`src/rtl/core/i2ctcb_pkg.sv`:
```
// Package: types, codes and sizes of the I2C target command buffer.
`timescale 1ns / 1ps
`default_nettype none
package i2ctcb_pkg;

    // Buffer and command table sizes
    localparam int BUF_BYTES = 16;
    localparam int MAX_CMDS  = 4;
    localparam int NUM_CODES = 4;
    localparam int CNT_W     = $clog2(BUF_BYTES + 1);
    localparam int IDX_W     = (BUF_BYTES > 1) ? $clog2(BUF_BYTES) : 1;
    localparam int USED_W    = 3;
    localparam int CMD_IDX_W = 2;
    localparam int DLEN_W    = 5;
    localparam int CFG_IDX_W = 3;
    localparam int CFG_W     = 8;

    // Event kinds
    localparam logic [2:0] KIND_ADDR  = 3'd0;
    localparam logic [2:0] KIND_STOP  = 3'd1;
    localparam logic [2:0] KIND_WRITE = 3'd2;
    localparam logic [2:0] KIND_READ  = 3'd3;
    localparam logic [2:0] KIND_ERROR = 3'd4;
    localparam logic [2:0] KIND_OTHER = 3'd5;

    // Response codes
    localparam logic [1:0] RESP_ACK      = 2'd0;
    localparam logic [1:0] RESP_NACK     = 2'd1;
    localparam logic [1:0] RESP_COMPLETE = 2'd2;

    // Configuration register indexes
    localparam logic [CFG_IDX_W-1:0] CFG_CMD_CODE_0   = 3'd0;
    localparam logic [CFG_IDX_W-1:0] CFG_CMD_CODE_1   = 3'd1;
    localparam logic [CFG_IDX_W-1:0] CFG_CMD_CODE_2   = 3'd2;
    localparam logic [CFG_IDX_W-1:0] CFG_CMD_CODE_3   = 3'd3;
    localparam logic [CFG_IDX_W-1:0] CFG_ENTRIES_USED = 3'd4;

    typedef logic [NUM_CODES-1:0][7:0] code_table_t;

    // Command table lookup result
    typedef struct packed {
        logic                 hit;
        logic [CMD_IDX_W-1:0] index;
    } match_t;

    // One input event item
    typedef struct packed {
        logic [2:0] kind;
        logic [7:0] data_byte;
        logic       master_nack;
    } event_t;

    // One result item
    typedef struct packed {
        logic [1:0]           response;
        logic                 released;
        logic                 read_valid;
        logic [7:0]           read_byte;
        logic                 dispatch;
        logic [CMD_IDX_W-1:0] dispatch_index;
        logic [DLEN_W-1:0]    dispatch_length;
    } result_t;

endpackage
`default_nettype wire

```
`src/rtl/core/i2ctcb_if.sv`:
```
// Interfaces: event input channel and result output channel.
`timescale 1ns / 1ps
`default_nettype none
interface i2ctcb_event_if;
    logic       valid;
    logic       ready;
    logic [2:0] kind;
    logic [7:0] data_byte;
    logic       master_nack;

    modport source (output valid, kind, data_byte, master_nack, input ready);
    modport sink   (input valid, kind, data_byte, master_nack, output ready);
endinterface

interface i2ctcb_result_if;
    logic       valid;
    logic       ready;
    logic [1:0] response;
    logic       released;
    logic       read_valid;
    logic [7:0] read_byte;
    logic       dispatch;
    logic [1:0] dispatch_index;
    logic [4:0] dispatch_length;

    modport source (output valid, response, released, read_valid, read_byte,
                    dispatch, dispatch_index, dispatch_length, input ready);
    modport sink   (input valid, response, released, read_valid, read_byte,
                    dispatch, dispatch_index, dispatch_length, output ready);
endinterface
`default_nettype wire

```
`src/rtl/core/i2ctcb_cmd_match.sv`:
```
// Command table match: parallel compare of the first byte against the codes.
`timescale 1ns / 1ps
`default_nettype none
module i2ctcb_cmd_match
    import i2ctcb_pkg::*;
(
    input  code_table_t       codes,
    input  logic [USED_W-1:0] entries_used,
    input  logic [7:0]        data_byte,
    output match_t            result
);

    logic [USED_W-1:0] used;

    // Entries beyond the table saturate to its size
    assign used = (entries_used > USED_W'(MAX_CMDS)) ? USED_W'(MAX_CMDS) : entries_used;

    // Lowest matching entry wins: scan from the top so it is assigned last
    always_comb
    begin
        result = '0;
        for (int i = MAX_CMDS - 1; i >= 0; i--)
        begin
            if ((USED_W'(i) < used) && (codes[i] == data_byte))
            begin
                result.hit   = 1'b1;
                result.index = CMD_IDX_W'(i);
            end
        end
    end

endmodule
`default_nettype wire

```
`src/rtl/core/i2ctcb_byte_buf.sv`:
```
// Byte buffer: one write port and one read port, cleared at reset.
`timescale 1ns / 1ps
`default_nettype none
module i2ctcb_byte_buf
    import i2ctcb_pkg::*;
(
    input  logic             clk,
    input  logic             rst_n,
    input  logic             wr_en,
    input  logic [IDX_W-1:0] wr_addr,
    input  logic [7:0]       wr_data,
    input  logic [IDX_W-1:0] rd_addr,
    output logic [7:0]       rd_data
);

    logic [7:0] store_reg [BUF_BYTES];

    // Storage, zeroed by reset
    always_ff @(posedge clk or negedge rst_n)
    begin
        if (!rst_n)
        begin
            for (int i = 0; i < BUF_BYTES; i++)
            begin
                store_reg[i] <= '0;
            end
        end
        else if (wr_en)
        begin
            store_reg[wr_addr] <= wr_data;
        end
    end

    assign rd_data = store_reg[rd_addr];

endmodule
`default_nettype wire

```
`src/rtl/core/i2c_target_command_buffer_core.sv`:
```
// Top level: I2C target command buffer with event and result channels.
// The block takes one decoded I2C bus event per item and returns one result
// item for each. It accepts a new item every cycle while the result channel
// does not stall; each item passes through the input register, then the
// result register, and a stalled result register holds back at most one more
// item in the input register. Written bytes fill a 16-byte buffer; the first
// byte of a write is compared in parallel against up to four configured
// command codes, and stop or a repeated address match while busy dispatches
// the matched command with the byte count. Reads return buffer bytes in
// order. Configuration writes (codes 0..3, entries used at index 4) are taken
// at once and must be done only while no item is in flight.
`timescale 1ns / 1ps
`default_nettype none
module i2c_target_command_buffer_core
    import i2ctcb_pkg::*;
(
    input  logic                 clk,
    input  logic                 rst_n,
    input  logic                 cfg_wr_en,
    input  logic [CFG_IDX_W-1:0] cfg_index,
    input  logic [CFG_W-1:0]     cfg_data,
    i2ctcb_event_if.sink         evt,
    i2ctcb_result_if.source      res
);

    // Configuration
    code_table_t       codes_reg;
    logic [USED_W-1:0] used_reg;

    // Transaction state
    logic [CNT_W-1:0]     wcount_reg, wcount_next;
    logic [CNT_W-1:0]     rptr_reg, rptr_next;
    logic                 busy_reg, busy_next;
    logic                 mvalid_reg, mvalid_next;
    logic [CMD_IDX_W-1:0] midx_reg, midx_next;

    // Pipeline
    logic    in_valid_reg;
    event_t  in_reg;
    logic    out_valid_reg;
    result_t out_reg, out_next;
    logic    advance;

    // Buffer and match
    logic       buf_wr;
    logic [7:0] buf_rd_data;
    match_t     match;
    logic       full;
    logic       read_done;

    // Configuration writes
    always_ff @(posedge clk or negedge rst_n)
    begin
        if (!rst_n)
        begin
            codes_reg <= '0;
            used_reg  <= '0;
        end
        else if (cfg_wr_en)
        begin
            case (cfg_index)
                CFG_CMD_CODE_0:   codes_reg[0] <= cfg_data;
                CFG_CMD_CODE_1:   codes_reg[1] <= cfg_data;
                CFG_CMD_CODE_2:   codes_reg[2] <= cfg_data;
                CFG_CMD_CODE_3:   codes_reg[3] <= cfg_data;
                CFG_ENTRIES_USED: used_reg     <= cfg_data[USED_W-1:0];
                default:          ;
            endcase
        end
    end

    // Handshake: input register moves on when the result register is free
    assign advance   = in_valid_reg && (!out_valid_reg || res.ready);
    assign evt.ready = !in_valid_reg || advance;

    always_ff @(posedge clk or negedge rst_n)
    begin
        if (!rst_n)
        begin
            in_valid_reg  <= 1'b0;
            out_valid_reg <= 1'b0;
        end
        else
        begin
            if (evt.ready)
            begin
                in_valid_reg <= evt.valid;
            end
            if (advance)
            begin
                out_valid_reg <= 1'b1;
            end
            else if (res.ready)
            begin
                out_valid_reg <= 1'b0;
            end
        end
    end

    // Payload registers
    always_ff @(posedge clk)
    begin
        if (evt.ready && evt.valid)
        begin
            in_reg.kind        <= evt.kind;
            in_reg.data_byte   <= evt.data_byte;
            in_reg.master_nack <= evt.master_nack;
        end
        if (advance)
        begin
            out_reg <= out_next;
        end
    end

    i2ctcb_cmd_match u_cmd_match (
        .codes        (codes_reg),
        .entries_used (used_reg),
        .data_byte    (in_reg.data_byte),
        .result       (match)
    );

    i2ctcb_byte_buf u_byte_buf (
        .clk     (clk),
        .rst_n   (rst_n),
        .wr_en   (buf_wr),
        .wr_addr (wcount_reg[IDX_W-1:0]),
        .wr_data (in_reg.data_byte),
        .rd_addr (rptr_reg[IDX_W-1:0]),
        .rd_data (buf_rd_data)
    );

    assign full      = wcount_reg >= CNT_W'(BUF_BYTES);
    assign read_done = ((rptr_reg != '0) && in_reg.master_nack) ||
                       (rptr_reg >= CNT_W'(BUF_BYTES));

    // Event processing
    always_comb
    begin
        wcount_next = wcount_reg;
        rptr_next   = rptr_reg;
        busy_next   = busy_reg;
        mvalid_next = mvalid_reg;
        midx_next   = midx_reg;
        buf_wr      = 1'b0;
        out_next    = '0;

        case (in_reg.kind)
            KIND_STOP:
            begin
                if (mvalid_reg)
                begin
                    out_next.dispatch        = 1'b1;
                    out_next.dispatch_index  = midx_reg;
                    out_next.dispatch_length = DLEN_W'(wcount_reg);
                    mvalid_next              = 1'b0;
                end
                out_next.response = RESP_COMPLETE;
                out_next.released = 1'b1;
                busy_next         = 1'b0;
            end
            KIND_ADDR:
            begin
                // Repeated start while busy dispatches the pending command
                if (busy_reg && mvalid_reg)
                begin
                    out_next.dispatch        = 1'b1;
                    out_next.dispatch_index  = midx_reg;
                    out_next.dispatch_length = DLEN_W'(wcount_reg);
                end
                busy_next         = 1'b1;
                wcount_next       = '0;
                rptr_next         = '0;
                mvalid_next       = 1'b0;
                out_next.response = RESP_ACK;
            end
            KIND_WRITE:
            begin
                if (full)
                begin
                    out_next.response = RESP_NACK;
                end
                else
                begin
                    // Store the byte only in the cycle the item is processed
                    buf_wr      = advance;
                    wcount_next = wcount_reg + CNT_W'(1);
                    // First byte selects the command; no hit keeps the old match
                    if ((wcount_reg == '0) && match.hit)
                    begin
                        mvalid_next = 1'b1;
                        midx_next   = match.index;
                    end
                    out_next.response = mvalid_next ? RESP_ACK : RESP_NACK;
                end
            end
            KIND_READ:
            begin
                if (read_done)
                begin
                    out_next.response = RESP_COMPLETE;
                end
                else
                begin
                    out_next.read_valid = 1'b1;
                    out_next.read_byte  = buf_rd_data;
                    rptr_next           = rptr_reg + CNT_W'(1);
                    out_next.response   = RESP_ACK;
                end
            end
            default:
            begin
                // Bus error, other and unused kinds: release, keep the match
                out_next.response = RESP_COMPLETE;
                out_next.released = 1'b1;
                busy_next         = 1'b0;
            end
        endcase
    end

    // State update, once per processed item
    always_ff @(posedge clk or negedge rst_n)
    begin
        if (!rst_n)
        begin
            wcount_reg <= '0;
            rptr_reg   <= '0;
            busy_reg   <= 1'b0;
            mvalid_reg <= 1'b0;
            midx_reg   <= '0;
        end
        else if (advance)
        begin
            wcount_reg <= wcount_next;
            rptr_reg   <= rptr_next;
            busy_reg   <= busy_next;
            mvalid_reg <= mvalid_next;
            midx_reg   <= midx_next;
        end
    end

    // Result channel
    assign res.valid           = out_valid_reg;
    assign res.response        = out_reg.response;
    assign res.released        = out_reg.released;
    assign res.read_valid      = out_reg.read_valid;
    assign res.read_byte       = out_reg.read_byte;
    assign res.dispatch        = out_reg.dispatch;
    assign res.dispatch_index  = out_reg.dispatch_index;
    assign res.dispatch_length = out_reg.dispatch_length;

endmodule
`default_nettype wire

```
`src/flat_wrapper.sv`:
```
// flat-port wrapper written by rule: the top's interface ports become plain ports
module i2c_target_command_buffer_core_flat import i2ctcb_pkg::*;
  (clk, rst_n, cfg_wr_en, cfg_index, cfg_data, evt_valid, evt_kind, evt_data_byte, evt_master_nack, evt_ready, res_valid, res_response, res_released, res_read_valid, res_read_byte, res_dispatch, res_dispatch_index, res_dispatch_length, res_ready);
  i2ctcb_event_if evt_i ();
  i2ctcb_result_if res_i ();
  input  logic clk;
  input  logic rst_n;
  input  logic cfg_wr_en;
  input  logic [CFG_IDX_W-1:0] cfg_index;
  input  logic [CFG_W-1:0] cfg_data;
  input wire logic [$bits(evt_i.valid)-1:0] evt_valid;
  input wire logic [$bits(evt_i.kind)-1:0] evt_kind;
  input wire logic [$bits(evt_i.data_byte)-1:0] evt_data_byte;
  input wire logic [$bits(evt_i.master_nack)-1:0] evt_master_nack;
  output wire logic [$bits(evt_i.ready)-1:0] evt_ready;
  output wire logic [$bits(res_i.valid)-1:0] res_valid;
  output wire logic [$bits(res_i.response)-1:0] res_response;
  output wire logic [$bits(res_i.released)-1:0] res_released;
  output wire logic [$bits(res_i.read_valid)-1:0] res_read_valid;
  output wire logic [$bits(res_i.read_byte)-1:0] res_read_byte;
  output wire logic [$bits(res_i.dispatch)-1:0] res_dispatch;
  output wire logic [$bits(res_i.dispatch_index)-1:0] res_dispatch_index;
  output wire logic [$bits(res_i.dispatch_length)-1:0] res_dispatch_length;
  input wire logic [$bits(res_i.ready)-1:0] res_ready;
  assign evt_i.valid = evt_valid;
  assign evt_i.kind = evt_kind;
  assign evt_i.data_byte = evt_data_byte;
  assign evt_i.master_nack = evt_master_nack;
  assign evt_ready = evt_i.ready;
  assign res_valid = res_i.valid;
  assign res_response = res_i.response;
  assign res_released = res_i.released;
  assign res_read_valid = res_i.read_valid;
  assign res_read_byte = res_i.read_byte;
  assign res_dispatch = res_i.dispatch;
  assign res_dispatch_index = res_i.dispatch_index;
  assign res_dispatch_length = res_i.dispatch_length;
  assign res_i.ready = res_ready;
  i2c_target_command_buffer_core u_core (.clk(clk), .rst_n(rst_n), .cfg_wr_en(cfg_wr_en), .cfg_index(cfg_index), .cfg_data(cfg_data), .evt(evt_i), .res(res_i));
endmodule
```
`config.mk`:
```
export PLATFORM = sky130hd
export DESIGN_NAME = i2c_target_command_buffer_core_flat
export DESIGN_NICKNAME = d
export VERILOG_FILES = /design/src/rtl/core/i2ctcb_pkg.sv /design/src/rtl/core/i2ctcb_if.sv /design/src/rtl/core/i2ctcb_cmd_match.sv /design/src/rtl/core/i2ctcb_byte_buf.sv /design/src/rtl/core/i2c_target_command_buffer_core.sv /design/src/flat_wrapper.sv
export SDC_FILE = /design/constraint.sdc
export NUM_CORES = 1
export LEC_CHECK = 0
export BUFFER_PORTS_ARGS = -buffer_cell sky130_fd_sc_hd__buf_2
export CAP_MARGIN = 20
export CORE_ASPECT_RATIO = 0.5
export CORE_UTILIZATION = 55
export DETAILED_ROUTE_END_ITERATION = 10
export HOLD_SLACK_MARGIN = 0.1
export PLACE_DENSITY_LB_ADDON = 0.3
export SKIP_LAST_GASP = 1
export SLEW_MARGIN = 5
export SYNTH_ARGS = -nofsm -noshare
export SYNTH_HDL_FRONTEND = slang
export SYNTH_HIERARCHICAL = 1
export SYNTH_SLANG_ARGS = --single-unit
```
`constraint.sdc`:
```
create_clock -name clk -period 4.1 [get_ports clk]
set_clock_uncertainty 0.1 [all_clocks]
set_input_delay 0 -clock clk [delete_from_list [all_inputs] [get_ports clk]]
set_output_delay 0 -clock clk [all_outputs]
set_load 0.01 [all_outputs]
```
==> flow_summary.json, run 1 <==
{
  "status": "finished clean",
  "row_count": 33,
  "final_cell_area_um2": 11180,
  "grt_pass1_wl_um": 33750,
  "startpoint": "u_core/in_reg[5]$_DFFE_PP_",
  "hpwl_um": 13300,
  "floorplan.initialDensity_pct": 57.73,
  "antenna_found_initial": 0,
  "slew_headroom_pct": 34.21,
  "pin_count": 50,
  "finalCriticalPeriod_ns": 3.277,
  "slew_violations": 0,
  "rsz0062_at_grt": "no",
  "criticalPathCategory": "flip-flop to flip-flop",
  "timing.rr.end": "u_core/midx_reg[1]$_DFFE_PN0P_",
  "regToRegSetupSlack_ns": 0.82,
  "dp.cells": 898,
  "synth_ff_type": "dfrtp_1",
  "async_reset_ff_share_pct": 84.83,
  "yosysWarnings": 6,
  "period_share_pct": 79.94,
  "placedInstanceArea_um2": 10140,
  "core_area_um2": 16760,
  "final_nets": 766,
  "largest_reg_flops": 128,
  "cts_tree": "yes",
  "root_buffer": "clkbuf_16",
  "gp_congestion": 0.7825,
  "drive_gt1_share_pct": 37.97,
  "crit_required_ns": 4.39,
  "grt_pass1_vias": 5918,
  "max-cap-violations": 0,
  "avgSynthCellArea_um2": 15.10,
  "fill_cells": 1216,
  "irDropWorstVdd_uv": 316.0,
  "grt_overflow": 0,
  "max_clock_freq_mhz": 305.1,
  "synthToLayoutAreaGrowth_pct": 15.49,
  "cts_max_level": 1,
  "r2r-start": "u_core/in_reg[5]$_DFFE_PP_",
  "powerDensity_nw_per_um2": 495.9,
  "end_kind": "flip-flop",
  "synth_fp_nets": 673,
  "die_w_um": 189.6,
  "die_y_um": 95.80,
  "seq_area_frac_synth_pct": 56.21,
  "vias_per_cell": 5.937,
  "ys_seq_elements": 211,
  "slowest_stage": "edfxtp_1",
  "wire_per_inst_um": 21.77,
  "clk_latency_ns": 0.50,
  "clk_pin_slew_worst_paths_ns": 0.07,
  "drt_iter0_drc": 378,
  "worstPathArrival_ns": 3.57,
  "drt_pass1_iterations": 5,
  "netlist_area_um2": 9678,
  "remaining_drc_errors": 0,
  "path_cells": "xor2_1 > nor4_1 > o2111ai_1 > nand3b_1 > nand2_1 > or4_4 > nor3_4 > mux2_1",
  "hold_viol": 0,
  "synth_edf_count": 32,
  "dr_total_vias": 5789,
  "hold_class": "input port to flip-flop",
  "dieArea_um2": 18160,
  "tightest_slew_ns": 0.9848,
  "fin_setup_tns_ns": 0,
  "diodes": 0,
  "cellLeakagePower_uw": 0.005024,
  "crit_path_end": "u_core/midx_reg[1]$_DFFE_PN0P_",
  "ff2ff_path_depth": 8,
  "antenna_left": 0,
  "port-buffer-count": 49,
  "hold_start": "evt_kind[2]",
  "crit_fanout": 20,
  "setup_violations": 0,
  "ys_types": 58,
  "grt_max_degree": 113,
  "drt_wl_total_um": 21230,
  "stdcell_count": 975,
  "slowest_delay_ns": 0.91,
  "clockBufferDepth": 3,
  "cts_buffers": 20,
  "worst_setup_path_start_kind": "flip-flop",
  "cts.sinks": 211,
  "grt_use_total_pct": 24.73,
  "synth_cells": 641
}
repair_timing:
item                       in CTS  in global routing
setup buffers                   0                  0
resized for setup               0                  0
hold buffers                   39                  1
setup endpoints to repair       0                  0
hold endpoints to repair      161                 11
layout by cell type (no fill, tap or decap), types with 8 or more instances in the layout:
master | synthesis | layout
xnor2_1 | 12 | 12
xor2_1 | 20 | 20
clkbuf_1 | 12 | 9
nand3_1 | 8 | 8
inv_1 | 8 | 8
buf_2 | 8 | 48
dfrtp_1 | 179 | 177
mux2_4 | 8 | 8
mux2_1 | 29 | 29
dlygate4sd3_1 | 0 | 40
nand2_1 | 20 | 20
edfxtp_1 | 32 | 32
buf_4 | 3 | 10
mux2_2 | 129 | 129
a22oi_1 | 17 | 17
nor2_1 | 9 | 9
mux4_2 | 32 | 32
and2_1 | 17 | 17
clkbuf_16 | 0 | 21
area by class of cell:
class                   instances  area (um^2)  area share [%]
repair buffers                100        754.5           6.750
multi-input cells             391         4048           36.21
clock buffers                  32        586.8           5.250
flip-flops and latches        211         5443           48.70
inverters                      10        37.54          0.3358
clock inverters                 4        23.77          0.2127
well taps                     227        284.0           2.541
worst min path at each step:
| stage | endpoint | depth (start not counted) |
|---|---|---|
| floorplan | u_core/busy_reg$_DFFE_PN0P_ | 0 |
| global placement | u_core/in_reg[10]$_DFFE_PP_ | 1 |
| detailed placement | u_core/in_reg[2]$_DFFE_PP_ | 1 |
| CTS | u_core/in_reg[3]$_DFFE_PP_ | 2 |
| global route | u_core/in_reg[3]$_DFFE_PP_ | 2 |
| finish | u_core/in_reg[11]$_DFFE_PP_ | 2 |
logic make-up (layout without fill, tap and decap cells):
family | Yosys count | count (layout) | synth area share (%)
mux | 199 | 199 | 27.18
xor+xnor | 32 | 32 | 2.896
buf+inv | 39 | 146 | 1.965
flops | 211 | 211 | 56.21
simple gates | 112 | 112 | 7.951
compound gates | 44 | 44 | 3.284
fa+ha+maj | 4 | 4 | 0.5172
through the flow:
step           power, uW  util, %  setup WS (ns)  hold slack, ns
4_1_cts             5566    66.45         0.8787          0.1000
5_1_grt             5780    66.67         0.7230          0.1225
6_report            5542    66.67         0.8226          0.1167
2_1_floorplan       3445        -          1.371         -0.3956
3_3_place_gp        3736    60.48         0.9480         0.07685
3_5_place_dp        3775    60.48         0.8851         0.07853
routing by layer:
layer	track usage, %	vias to the layer above	part of all wire (%)
li1	-	2560	-
met1	34.74	3032	46
met2	39.99	166	46
met3	5.541	31	6.0
met4	5.309	0	1.8
met5	0	-	0
power by group:
part / internal (uW) / switching, uW / total, uW
clock network: 985 / 768 / 1750
logic: 588 / 439 / 1030
registers: 2430 / 330 / 2760
total: 4000 / 1540 / 5540
synthesized netlist by cell type (9+ instances only):
cell	number	area, um^2
xor2_1	20	175.2
mux2_2	129	1453
clkbuf_1	12	45.04
mux4_2	32	720.7
edfxtp_1	32	960.9
and2_1	17	106.4
xnor2_1	12	105.1
mux2_1	29	326.6
nand2_1	20	75.07
nor2_1	9	33.78
dfrtp_1	179	4479
a22oi_1	17	127.6
worst max-delay path: cells and delay by family, from the launching register on:
| family | cells | cell delay [ns] |
|---|---|---|
| compound gates | 1 | 0.26 |
| xor+xnor | 1 | 0.15 |
| flops | 1 | 0.91 |
| mux | 1 | 0.34 |
| simple gates | 5 | 1.39 |
No activity file was read; power rests on OpenSTA's default activity.
==> inputs of run 2 (changes only) <==
--- a/config.mk
+++ b/config.mk
@@ -5,6 +5,7 @@
 export SDC_FILE = /design/constraint.sdc
 export NUM_CORES = 1
 export LEC_CHECK = 0
+export ABC_AREA = 1
 export BUFFER_PORTS_ARGS = -buffer_cell sky130_fd_sc_hd__buf_2
 export CAP_MARGIN = 20
 export CORE_ASPECT_RATIO = 0.5
==> constraint.sdc (replaced) <==
create_clock -name clk -period 2.95 [get_ports clk]
set_clock_uncertainty 0.1 [all_clocks]
set_input_delay 0 -clock clk [delete_from_list [all_inputs] [get_ports clk]]
set_output_delay 0 -clock clk [all_outputs]
set_load 0.01 [all_outputs]
==> run 2 against run 1 <==
- non-clock buffer count grew 8
- hold slack gained 0.0024 ns
- sequential cell count is the same
- maximum frequency grew 34%
- total power grew 38%
- sequential share of layout area shrank 3.2 points
- first-iteration DRC count grew 110%
- clock power grew 53%
- largest cell class unchanged
- highest routed layer unchanged
==> flow_summary.json, run 2 <==
{
  "p_clk_share_pct": 35.0,
  "crit_required_ns": 3.25,
  "ys_types": 38,
  "dieArea_um2": 19510,
  "drt_pass1_iterations": 5,
  "netlist_area_um2": 10410,
  "period_share_pct": 83.11,
  "p_sw_uw": 2265,
  "floorplan.initialDensity_pct": 56.31,
  "synth_commonest_cells": "nand2_1 (393), inv_1 (200), dfrtp_1 (179)",
  "clockBufferDepth": 3,
  "dr_total_vias": 8706,
  "clk_pin_slew_worst_paths_ns": 0.06,
  "antenna_found_initial": 0,
  "status": "finished clean",
  "worst_setup_path_start_kind": "flip-flop",
  "synth_edf_count": 32,
  "hold_class": "input port to flip-flop",
  "combinationalPowerShare_pct": 18.8,
  "yosys.area.top_type_share_pct": 43.04,
  "core_area_um2": 18480,
  "slew_violations": 0,
  "synth_compound_area_share_pct": 9.186,
  "synthSimpleGateAreaFrac_pct": 26.44,
  "synth_top_family_by_area": "simple AND/OR/NAND/NOR gates",
  "diodes": 0,
  "synth_fp_nets": 1338,
  "mostFrequentLayoutCell": "nand2_1",
  "largest_reg_flops": 128,
  "synthAdderAreaFrac_pct": 0.4809,
  "avgSynthCellArea_um2": 7.968,
  "grt_pass1_vias": 8493,
  "cts.sinks": 211,
  "setup_violations": 0,
  "port-buffer-count": 49,
  "end_kind": "flip-flop",
  "cts_max_level": 1,
  "wire_per_inst_um": 15.59,
  "yosysWarnings": 6,
  "yosys-top-cells-area": "dfrtp_1 (43%), nand2_1 (14%), edfxtp_1 (9.2%)",
  "crit_fanout": 28,
  "drt_wl_total_um": 25780,
  "max-cap-violations": 0,
  "pin_count": 50,
  "ctsResizeCount": 0,
  "hold_viol": 0,
  "powerDensity_nw_per_um2": 638.4,
  "synthToLayoutAreaGrowth_pct": 14.92,
  "cellLeakagePower_uw": 0.005730,
  "yosys.area.top_type": "dfrtp_1",
  "drt_iter0_drc": 788,
  "die_w_um": 196.5,
  "cts_tree": "yes",
  "async_reset_ff_share_pct": 84.83,
  "rsz0062_at_grt": "no",
  "seq_area_frac_synth_pct": 52.28,
  "synth_ff_type": "dfrtp_1",
  "grt_use_total_pct": 27.63,
  "ys_seq_elements": 211,
  "finalCriticalPeriod_ns": 2.452,
  "final_nets": 1412,
  "irDropWorstVdd_uv": 432.5,
  "slew_headroom_pct": 51.24,
  "grt_pass1_wl_um": 42490,
  "grt_max_degree": 78,
  "max_clock_freq_mhz": 407.9,
  "clk_latency_ns": 0.51,
  "tightest_slew_ns": 0.7314,
  "synth_cells": 1306,
  "switching_share_pct": 29.67,
  "grt_overflow": 0,
  "vias_per_cell": 5.267,
  "remaining_drc_errors": 0,
  "seq_power_share_pct": 46.2,
  "timing.hold.ws_ns": 0.1191,
  "fill_cells": 1567,
  "gp_congestion": 0.9065,
  "die_y_um": 99.27,
  "fin_setup_tns_ns": 0,
  "drive_gt1_share_pct": 11.05,
  "root_buffer": "clkbuf_16",
  "antenna_left": 0,
  "final_cell_mix": "nand2_1 (393), inv_1 (200), dfrtp_1 (178)",
  "hpwl_um": 16990,
  "criticalPathCategory": "flip-flop to flip-flop",
  "p_int_uw": 5370,
  "synth_xor_area_share_pct": 1.347,
  "yosys.cell_count.top_type": "nand2_1",
  "worstPathArrival_ns": 2.75,
  "row_count": 35,
  "cts_buffers": 20,
  "synth_mux_area_share_pct": 0
}
-- run 2: cell types whose count changed in the layout (fill, tap and decap cells not counted), moves of 11 or more --
cell     delta
mux2_1     -29
a22oi_1    -17
nand2_1   +373
nand3_1   +127
o21ai_0   +166
nor2_1     +43
and2_1     -16
mux4_2     -32
inv_1     +192
mux2_2    -129
xor2_1     -11
-- run 2: path summary, 6_finish.rpt --
kind                                                                    from                                           end  slack (ns)  cells after the start
worst max-delay path                            u_core/res.valid$_DFFE_PN0P_  u_core/u_byte_buf/store_reg[111]$_DFFE_PN0P_        0.50                      7
worst min-delay path                                             evt_kind[2]                   u_core/in_reg[11]$_DFFE_PP_        0.12                      2
worst max register to register                  u_core/res.valid$_DFFE_PN0P_  u_core/u_byte_buf/store_reg[111]$_DFFE_PN0P_        0.50                      7
worst min register to register  u_core/u_byte_buf/store_reg[105]$_DFFE_PN0P_  u_core/u_byte_buf/store_reg[105]$_DFFE_PN0P_        0.38                      2
max in group asynchronous                                              rst_n                u_core/used_reg[0]$_DFFE_PN0P_        1.40                      4
min in group asynchronous                                              rst_n  u_core/u_byte_buf/store_reg[121]$_DFFE_PN0P_        0.55                      3
-- run 2: final cells by class --
| type | instances | area [um^2] | area share, % |
|---|---|---|---|
| Clock buffer | 30 | 589.3 | 4.928 |
| Clock inverter | 6 | 87.58 | 0.7324 |
| Inverter | 211 | 799.5 | 6.685 |
| Multi-Input combinational cell | 828 | 3897 | 32.59 |
| Sequential cell | 211 | 5441 | 45.50 |
| Tap cell | 259 | 324.1 | 2.710 |
| Timing Repair Buffer | 108 | 819.5 | 6.853 |
-- run 2: layer usage --
metal	vias to the layer above	routed length, um	track usage (%)	share of wire [%]
met5	-	0	0	0
met4	0	522	7.031	2.0
met2	301	11860	46.13	46
met3	42	1718	4.849	6.7
met1	4147	11680	37.80	45
li1	4216	-	-	-
-- run 2: what timing repair did --
action                     in CTS  in global routing
hold buffers                   40                  0
buffers inserted                0                  0
hold endpoints to repair      232                  0
setup endpoints to repair       0                  0
-- run 2: stage by stage --
| step | util (%) | power (uW) | instance area, um^2 | cells | setup WS (ns) |
|---|---|---|---|---|---|
| detailed placement | 58.88 | 4925 | 10880 | 1577 | 0.5207 |
| floorplan | - | 4477 | 10410 | 1306 | 0.9254 |
| global placement | 58.88 | 4876 | 10880 | 1577 | 0.6277 |
| finish | 64.71 | 7634 | 11960 | 1653 | 0.4982 |
| global route | 64.71 | 8007 | 11960 | 1653 | 0.2646 |
| CTS | 64.71 | 7653 | 11960 | 1653 | 0.5081 |
-- run 2: worst max-delay path: stages, from the launching register on --
cell and delay [ns]:
dfrtp_1 0.39, nand2_1 0.10, nand2_2 0.12, inv_6 0.25, nand2_4 0.13, nor2_4 0.32, nand3_1 0.54, o21ai_0 0.39
-- run 2: power by group through the flow --
stage | sequential (uW) | clock (uW) | combinational [uW]
floorplan | 3530 | 0 | 951
global placement | 3560 | 0 | 1320
detailed placement | 3570 | 0 | 1360
CTS | 3520 | 2710 | 1420
global route | 3560 | 2820 | 1630
finish | 3530 | 2680 | 1430
-- run 2: cells by family (layout without fill, tap and decap cells) --
family          count (synthesis)  in the layout
simple gates                  626            626
buf+inv                       267            355
flops                         211            211
compound gates                182            182
xor+xnor                       16             16
fa+ha+maj                       4              4
